## src/design/scba_pkg.sv

```systemverilog
// scba_pkg: shared types and constants of the size-class block allocator
// no dependencies; used by scba_class_sel and size_class_block_allocator
package scba_pkg;

    // number of block size registers and width of fixed fields
    localparam int REG_COUNT   = 4;
    localparam int BYTES_W     = 16;
    localparam int ROUND_W     = BYTES_W + 1;
    localparam int BLK_W       = 6;
    localparam int CLS_W       = 2;
    localparam int CFG_IDX_W   = 4;
    localparam int ALIGN_BYTES = 8;

    localparam logic [BYTES_W-1:0] RESET_BYTES [REG_COUNT] =
        '{16'd4096, 16'd8192, 16'd16384, 16'd32768};

    typedef enum logic [1:0] {
        ST_OK         = 2'd0,
        ST_TOO_LARGE  = 2'd1,
        ST_POOL_EMPTY = 2'd2,
        ST_STACK_FULL = 2'd3
    } status_t;

    typedef enum logic {
        ACT_ALLOC = 1'b0,
        ACT_FREE  = 1'b1
    } action_t;

    // result of size class lookup
    typedef struct packed {
        logic             hit;
        logic [CLS_W-1:0] cls;
    } class_sel_t;

endpackage

```

## src/design/scba_class_sel.sv

```systemverilog
// scba_class_sel: rounds a byte size up to the alignment and picks the first fitting class
// depends on scba_pkg
module scba_class_sel #(
    parameter int ACTIVE = 4
) (
    input  logic [scba_pkg::BYTES_W-1:0] request_bytes,
    input  logic [scba_pkg::BYTES_W-1:0] block_bytes [scba_pkg::REG_COUNT],
    output scba_pkg::class_sel_t         sel
);

    localparam logic [scba_pkg::ROUND_W-1:0] ALIGN_MASK =
        scba_pkg::ROUND_W'(scba_pkg::ALIGN_BYTES - 1);

    logic [scba_pkg::ROUND_W-1:0] rounded;

    // kept at 17 bits so the top few sizes round past every class
    assign rounded = ({1'b0, request_bytes} + ALIGN_MASK) & ~ALIGN_MASK;

    always_comb
    begin
        sel.hit = 1'b0;
        sel.cls = '0;
        // scan from the top so the lowest fitting class wins
        for (int c = scba_pkg::REG_COUNT - 1; c >= 0; c--)
        begin
            if (c < ACTIVE && {1'b0, block_bytes[c]} >= rounded)
            begin
                sel.hit = 1'b1;
                sel.cls = scba_pkg::CLS_W'(c);
            end
        end
    end

endmodule

```

## src/design/size_class_block_allocator.sv

```systemverilog
// size_class_block_allocator: top level, per-class LIFO free stacks in one block memory
// depends on scba_pkg and scba_class_sel
//
// a request passes the input register, then the result register, before its result is valid
// throughput: one request per cycle; the stack memory takes one write or one read per cycle
// a stalled result holds both stages, so in_ready follows out_ready when both are full
// reset: block sizes return to 4096/8192/16384/32768, every class holds all of its blocks;
//   no clearing pass, a per-class low-water mark tells untouched stack slots apart
module size_class_block_allocator #(
    parameter int NUM_CLASSES      = 4,
    parameter int BLOCKS_PER_CLASS = 64
) (
    input  logic                           clk,
    input  logic                           rst_n,

    // request channel
    input  logic                           in_valid,
    output logic                           in_ready,
    input  logic                           action,
    input  logic [scba_pkg::BYTES_W-1:0]   request_bytes,
    input  logic [scba_pkg::BLK_W-1:0]     freed_block,

    // result channel
    output logic                           out_valid,
    input  logic                           out_ready,
    output logic [1:0]                     status,
    output logic [scba_pkg::CLS_W-1:0]     size_class,
    output logic [scba_pkg::BLK_W-1:0]     block_index,

    // configuration write channel
    input  logic                           cfg_valid,
    output logic                           cfg_ready,
    input  logic [scba_pkg::CFG_IDX_W-1:0] cfg_index,
    input  logic [scba_pkg::BYTES_W-1:0]   cfg_data
);

    // only four size registers exist, so at most four classes take part
    localparam int ACTIVE = (NUM_CLASSES < scba_pkg::REG_COUNT) ?
                            NUM_CLASSES : scba_pkg::REG_COUNT;
    localparam int DEPTH  = ACTIVE * BLOCKS_PER_CLASS;
    localparam int ADDR_W = (DEPTH > 1) ? $clog2(DEPTH) : 1;
    localparam int PTR_W  = $clog2(BLOCKS_PER_CLASS);
    localparam int CNT_W  = $clog2(BLOCKS_PER_CLASS + 1);

    localparam logic [CNT_W-1:0]  CNT_FULL   = CNT_W'(BLOCKS_PER_CLASS);
    localparam logic [ADDR_W-1:0] CLASS_SPAN = ADDR_W'(BLOCKS_PER_CLASS);

    // ------------------------------------------------------------------
    // configuration registers: always ready, writes past the list ignored
    // ------------------------------------------------------------------
    logic [scba_pkg::BYTES_W-1:0] block_bytes_reg [scba_pkg::REG_COUNT];

    assign cfg_ready = 1'b1;

    always_ff @(posedge clk or negedge rst_n)
    begin
        if (!rst_n)
        begin
            for (int r = 0; r < scba_pkg::REG_COUNT; r++)
            begin
                block_bytes_reg[r] <= scba_pkg::RESET_BYTES[r];
            end
        end
        else if (cfg_valid && cfg_ready)
        begin
            for (int r = 0; r < scba_pkg::REG_COUNT; r++)
            begin
                if (cfg_index == scba_pkg::CFG_IDX_W'(r))
                begin
                    block_bytes_reg[r] <= cfg_data;
                end
            end
        end
    end

    // ------------------------------------------------------------------
    // pipeline control: input register feeds result register
    // ------------------------------------------------------------------
    logic                         in_valid_reg, in_valid_next;
    logic                         action_reg;
    logic [scba_pkg::BYTES_W-1:0] req_reg;
    logic [scba_pkg::BLK_W-1:0]   blk_reg;

    logic                         out_valid_reg, out_valid_next;
    logic                         advance;
    logic                         fire;

    // the result stage moves when it is empty or its transfer completes
    assign advance  = !out_valid_reg || out_ready;
    assign fire     = in_valid_reg && advance;
    assign in_ready = !in_valid_reg || advance;

    assign in_valid_next  = in_ready ? in_valid : in_valid_reg;
    assign out_valid_next = fire ? 1'b1 : (out_ready ? 1'b0 : out_valid_reg);

    always_ff @(posedge clk or negedge rst_n)
    begin
        if (!rst_n)
        begin
            in_valid_reg  <= 1'b0;
            out_valid_reg <= 1'b0;
        end
        else
        begin
            in_valid_reg  <= in_valid_next;
            out_valid_reg <= out_valid_next;
        end
    end

    // request payload, loaded on every input transfer
    always_ff @(posedge clk)
    begin
        if (in_valid && in_ready)
        begin
            action_reg <= action;
            req_reg    <= request_bytes;
            blk_reg    <= freed_block;
        end
    end

    // ------------------------------------------------------------------
    // class lookup on the registered request
    // ------------------------------------------------------------------
    scba_pkg::class_sel_t sel;

    scba_class_sel #(
        .ACTIVE (ACTIVE)
    ) u_class_sel (
        .request_bytes (req_reg),
        .block_bytes   (block_bytes_reg),
        .sel           (sel)
    );

    // ------------------------------------------------------------------
    // per-class fill count and low-water mark
    // a slot below the lowest count ever reached was never pushed to,
    // so its own position is returned in place of the memory contents
    // ------------------------------------------------------------------
    logic [CNT_W-1:0] count_reg [ACTIVE];
    logic [CNT_W-1:0] low_reg   [ACTIVE];

    logic [CNT_W-1:0]  cnt_cur;
    logic [CNT_W-1:0]  low_cur;
    logic [CNT_W-1:0]  cnt_dec;
    logic [PTR_W-1:0]  pop_ptr;
    logic [PTR_W-1:0]  push_ptr;
    logic [ADDR_W-1:0] class_base;
    logic              do_pop;
    logic              do_push;
    scba_pkg::status_t status_calc;

    always_comb
    begin
        cnt_cur = '0;
        low_cur = '0;
        for (int c = 0; c < ACTIVE; c++)
        begin
            if (sel.cls == scba_pkg::CLS_W'(c))
            begin
                cnt_cur = count_reg[c];
                low_cur = low_reg[c];
            end
        end
    end

    assign cnt_dec    = cnt_cur - CNT_W'(1);
    assign pop_ptr    = PTR_W'(cnt_dec);
    assign push_ptr   = PTR_W'(cnt_cur);
    assign class_base = ADDR_W'(sel.cls) * CLASS_SPAN;

    always_comb
    begin
        do_pop      = 1'b0;
        do_push     = 1'b0;
        status_calc = scba_pkg::ST_OK;
        if (!sel.hit)
        begin
            status_calc = scba_pkg::ST_TOO_LARGE;
        end
        else if (action_reg == scba_pkg::ACT_ALLOC)
        begin
            if (cnt_cur == '0)
            begin
                status_calc = scba_pkg::ST_POOL_EMPTY;
            end
            else
            begin
                do_pop = 1'b1;
            end
        end
        else
        begin
            if (cnt_cur == CNT_FULL)
            begin
                status_calc = scba_pkg::ST_STACK_FULL;
            end
            else
            begin
                do_push = 1'b1;
            end
        end
    end

    always_ff @(posedge clk or negedge rst_n)
    begin
        if (!rst_n)
        begin
            for (int c = 0; c < ACTIVE; c++)
            begin
                count_reg[c] <= CNT_FULL;
                low_reg[c]   <= CNT_FULL;
            end
        end
        else if (fire)
        begin
            for (int c = 0; c < ACTIVE; c++)
            begin
                if (sel.cls == scba_pkg::CLS_W'(c))
                begin
                    if (do_pop)
                    begin
                        count_reg[c] <= cnt_dec;
                        if (cnt_dec < low_cur)
                        begin
                            low_reg[c] <= cnt_dec;
                        end
                    end
                    else if (do_push)
                    begin
                        count_reg[c] <= cnt_cur + CNT_W'(1);
                    end
                end
            end
        end
    end

    // ------------------------------------------------------------------
    // stack memory: one push write or one pop read per cycle
    // ------------------------------------------------------------------
    logic [scba_pkg::BLK_W-1:0] stack_mem [DEPTH];
    logic [scba_pkg::BLK_W-1:0] rd_data_reg;

    always_ff @(posedge clk)
    begin
        if (fire && do_push)
        begin
            stack_mem[class_base + ADDR_W'(push_ptr)] <= blk_reg;
        end
        if (fire && do_pop)
        begin
            rd_data_reg <= stack_mem[class_base + ADDR_W'(pop_ptr)];
        end
    end

    // ------------------------------------------------------------------
    // result register
    // ------------------------------------------------------------------
    logic [1:0]                 status_reg;
    logic [scba_pkg::CLS_W-1:0] cls_reg;
    logic                       popped_reg;
    logic                       fresh_reg;
    logic [scba_pkg::BLK_W-1:0] fresh_val_reg;

    always_ff @(posedge clk)
    begin
        if (fire)
        begin
            status_reg    <= status_calc;
            cls_reg       <= sel.cls;
            popped_reg    <= do_pop;
            // slot never pushed since reset: return its position
            fresh_reg     <= (CNT_W'(pop_ptr) < low_cur);
            fresh_val_reg <= scba_pkg::BLK_W'(pop_ptr);
        end
    end

    assign out_valid   = out_valid_reg;
    assign status      = status_reg;
    assign size_class  = cls_reg;
    assign block_index = !popped_reg ? '0 : (fresh_reg ? fresh_val_reg : rd_data_reg);

endmodule

```

## config.mk

```make
export PLATFORM = sky130hd
export DESIGN_NAME = size_class_block_allocator
export DESIGN_NICKNAME = d
export VERILOG_FILES = /design/src/design/scba_pkg.sv /design/src/design/scba_class_sel.sv /design/src/design/size_class_block_allocator.sv
export SDC_FILE = /design/constraint.sdc
export NUM_CORES = 2
export LEC_CHECK = 0
export BUFFER_PORTS_ARGS = -buffer_cell sky130_fd_sc_hd__buf_2
export CAP_MARGIN = 40
export CORE_MARGIN = 5
export CORE_UTILIZATION = 67
export DETAILED_ROUTE_END_ITERATION = 7
export PLACE_DENSITY = 0.83
export REMOVE_ABC_BUFFERS = 1
export SETUP_SLACK_MARGIN = 0.02
export SYNTH_ARGS = -nofsm -noshare
export SYNTH_HDL_FRONTEND = slang
export SYNTH_HIERARCHICAL = 1
export SYNTH_SLANG_ARGS = --single-unit
```

## constraint.sdc

```tcl
create_clock -name clk -period 21.9 [get_ports clk]
set_clock_uncertainty 0.15 [all_clocks]
set_input_delay 4.38 -clock clk [delete_from_list [all_inputs] [get_ports clk]]
set_output_delay 4.38 -clock clk [all_outputs]
set_load 0.03 [all_outputs]
```

==> results by stage <==
Die:
- The boundary pin count is between 60 and 70.
- The x dimension of the die is roughly 330 µm.
- The die span in y is between 300 and 400 µm.
- The initial cell density of the core is 67.4%.
- The die covers between 100000 and 150000 µm².
- The initialized floorplan defines between 100 and 150 standard-cell rows.
- The core region is 102000 µm².

Clock tree:
- Counting the buffers created by CTS gives between 150 and 200.
- Counting every sink on the clock net gives 1699.
- Buffers added to address setup during post-CTS repair amount to 0.
- The later pin in the worst-skew pair is clocked with a latency of about 0.8 ns.
- The post-cts hold buffer count is 0.
- The clock transition at the registers of the reported paths is 0.06 ns.
- The CTS tree is done.
- The maximum clock path buffer count is 3.
- In this run, post-CTS repair resized a total of 0 instances.
- CTS built an H-tree with a depth of 4.
- The tree is rooted in a clkbuf_16.

Drt:
- The routed layout has 37800 vias.
- The mean routed wirelength per cell is between 30 and 40 µm.
- The first routing iteration left 5669 violations.
- The post-detailed-route DRC marker count is 0.
- Summed over all layers, the routed wires come to roughly 170000 µm.
- The count of nets left with antenna violations once routing finished came out at 0.
- Using the TritonRoute via totals, the vias-per-cell ratio works out to approximately 7.
- The pre-antenna-repair detailed-routing pass consisted of 6 iterations.

Timing:
- In the final timing run, aggregate negative setup slack is 0 ns.
- The count of final max-slew check failures came to 0.
- Setup repair after global routing left no endpoint under its margin.
- Setup violations remaining at the end of the flow were counted as 0.
- The number of hold-slack violations in the final timing report is 0.
- The worst slack on hold paths is around 0.34 ns.
- Counting I/O delays and the setup requirement, the final critical path takes 10.29 ns.
- The actual transition at the worst max-transition pin is about 1.4 ns.
- After layout, the worst path uses 47.0% of the clock period.
- Static timing analysis puts the maximum clock frequency at 0.0972 GHz.
- The worst slew margin relative to its limit is 8.95%.

Setup path:
- For this run, the slowest stage of the critical path takes ~0.82 ns.
- The required time at the endpoint of the critical path is approximately 22 ns.
- In this run the critical register-to-register path is captured at rd_data_reg[1].
- The top fanout value on the critical path is 100.
- By instance count, the cell type seen most on the critical path is buf_4.
- The critical path arrival is roughly 11 ns.
- The critical register-to-register path startpoint is req_reg[3].
- The worst setup path is captured at a flip-flop.
- The cell count of the worst reg-to-reg path is 28.
- STA classifies the critical path startpoint as a flip-flop.
- On the critical path, the stage with the largest delay is an instance of buf_4.
- The type of the worst setup path is flip-flop to flip-flop.
- Setup slack on the worst reg-to-reg path comes out at roughly 12 ns.

Synth:
- In the synthesized netlist the dominant register cell turns out to be edfxtp_1.
- The fraction of registers with async set/reset is between 7 and 8%.
- Sorting the synthesized cells by how often they occur yields edfxtp_1 (1577), nand2_1 (468), mux4_2 (398), nor2_1 (287), nand3_1 (251).
- edfxtp_1 takes more of the synthesized area than any other cell.
- Yosys mapped a number of flops with a built-in enable equal to 1577.
- By area the synthesized netlist is led by edfxtp_1 (69%), mux4_2 (13%), dfrtp_1 (4.0%).
- The number of storage elements in the synthesis netlist is 1699.
- In this run the cell area of the synthesized design comes to between 60000 and 70000 µm².
- The Yosys warning count is 6.
- The fraction of the yosys area taken by sequential cells is around 74%.
- The average cell area after synthesis is 18.1 µm².
- The share of the synthesized area in the top cell type is ~70%.
- The netlist uses 77 different library cells.
- The most common cell in the synthesized netlist is edfxtp_1.
- The instance count of the mapped netlist is between 3000 and 4000.

Layout:
- The layout net count is 3971.
- The layout filler cell count is between 5000 and 6000.
- The finished cells cover 75800 µm².
- The area added between synthesis and finish is 10.7%.
- The share of post-route cells with drive strength above 1 is a little under a quarter.
- The flip-flop count of the largest register after layout is 1536.

Placed design:
- The count of buffers added on input and output ports is 59.
- The wire-length estimate of the detail-placed layout is 96600 µm.
- The placed standard-cell area is roughly 70000 µm².
- The routability congestion estimate from global placement is slightly below 0.9.

Global routing:
- Global routing consumed, over all layers together, 32.7% of the routing resources.
- The global-route wire length before repair is about 260000 µm.
- The number of global-route vias before repair is 38700.
- The initial antenna violation count is 2.
- Summed over all layers, the global routing overflow is 0.
- Entering global routing, the biggest net connects around 260 pins.

Hold path:
- The worst hold path belongs to the class flip-flop to flip-flop.
- The endpoint of the worst hold-timing path is count_reg[13].
- The instance count along the most critical hold path is 2.
- The launch instance of the worst min-delay path is count_reg[13].

Run:
- The number of max-cap violations is 0.

Run status:
- The flow ran to the end, and the final reports show no timing, DRC or antenna violations.
final cells by class:
type / instances / area, µm² / area share [%]
Multi-Input combinational cell: 1836 / 16900 / 22.3
Timing Repair Buffer: 134 / 1190 / 1.57
Sequential cell: 1699 / 50400 / 66.5
Inverter: 28 / 138 / 0.182
Tap cell: 1368 / 1710 / 2.26
Clock buffer: 206 / 4430 / 5.84
Clock inverter: 94 / 938 / 1.24
Antenna cell: 3 / 7.51 / 0.00991
stage by stage:
step                      setup slack (ns)  cells  util (%)
after floorplan                       1.85   3563         -
after global placement               12.07   5041      68.8
after detailed placement             11.95   5065      69.3
after CTS                            11.82   5365      74.6
after global routing                 11.24   5365      74.6
final                                11.61   5368      74.6
how the worst max path moves through the flow:
stage | from | end | slack (ns) | cells past startpoint
finish | req_reg[3] | rd_data_reg[1] | 11.61 | 28
floorplan | req_reg[2] | low_reg[15] | 1.85 | 24
detailed placement | req_reg[3] | rd_data_reg[3] | 11.95 | 29
global route | req_reg[3] | rd_data_reg[4] | 11.24 | 29
CTS | req_reg[3] | rd_data_reg[4] | 11.82 | 29
global placement | req_reg[3] | rd_data_reg[3] | 12.07 | 28
cells by family after synthesis:
| group | share of synthesized area (%) |
|---|---|
| other cells | 0.00548 |
| mux | 14.8 |
| fa+ha+maj | 1.10 |
| simple gates | 7.11 |
| compound gates | 1.32 |
| buf+inv | 1.67 |
| xor+xnor | 0.305 |
| flops | 73.7 |
layer usage:
metal | vias up | share of wire, % | wire length, µm | GRT usage [%]
li1 | 15000 | - | - | -
met1 | 19300 | 34 | 58300 | 42.9
met2 | 2911 | 49 | 84800 | 51.7
met3 | 633 | 12 | 20600 | 9.06
met4 | 4 | 5.8 | 10100 | 16.3
met5 | - | 0.063 | 109 | 0
critical path: cells and delay by family (launching register included):
| kind | cells | cell delay, ns |
|---|---|---|
| simple gates | 11 | 3.17 |
| flops | 1 | 0.47 |
| mux | 2 | 0.83 |
| compound gates | 6 | 1.54 |
| xor+xnor | 1 | 0.33 |
| buf+inv | 6 | 2.70 |
| fa+ha+maj | 2 | 0.63 |
cell usage in the layout, fill, tap and decap left out, drive strengths merged, types with 4 or more instances in the layout:
cell and instances:
xor2 10, clkbuf 206, nand4 9, a21oi 17, mux2i 8, a31oi 33
nor2b 10, edfxtp 1577, o21ai 37, nor2 288, bufinv 14, nand3 253
nor3 11, and2 9, a32oi 12, clkinv 69, o21a 5, xnor2 13
dfrtp 110, ha 59, dfstp 12, and3 26, and4 10, nand2b 10
nor4 4, mux2 97, buf 134, mux4 398, or3 4, nand2 468
inv 37
Power is left out: the tool's default activity adds up to more than one toggle a clock period on the data nets, which glitch-free logic cannot reach.
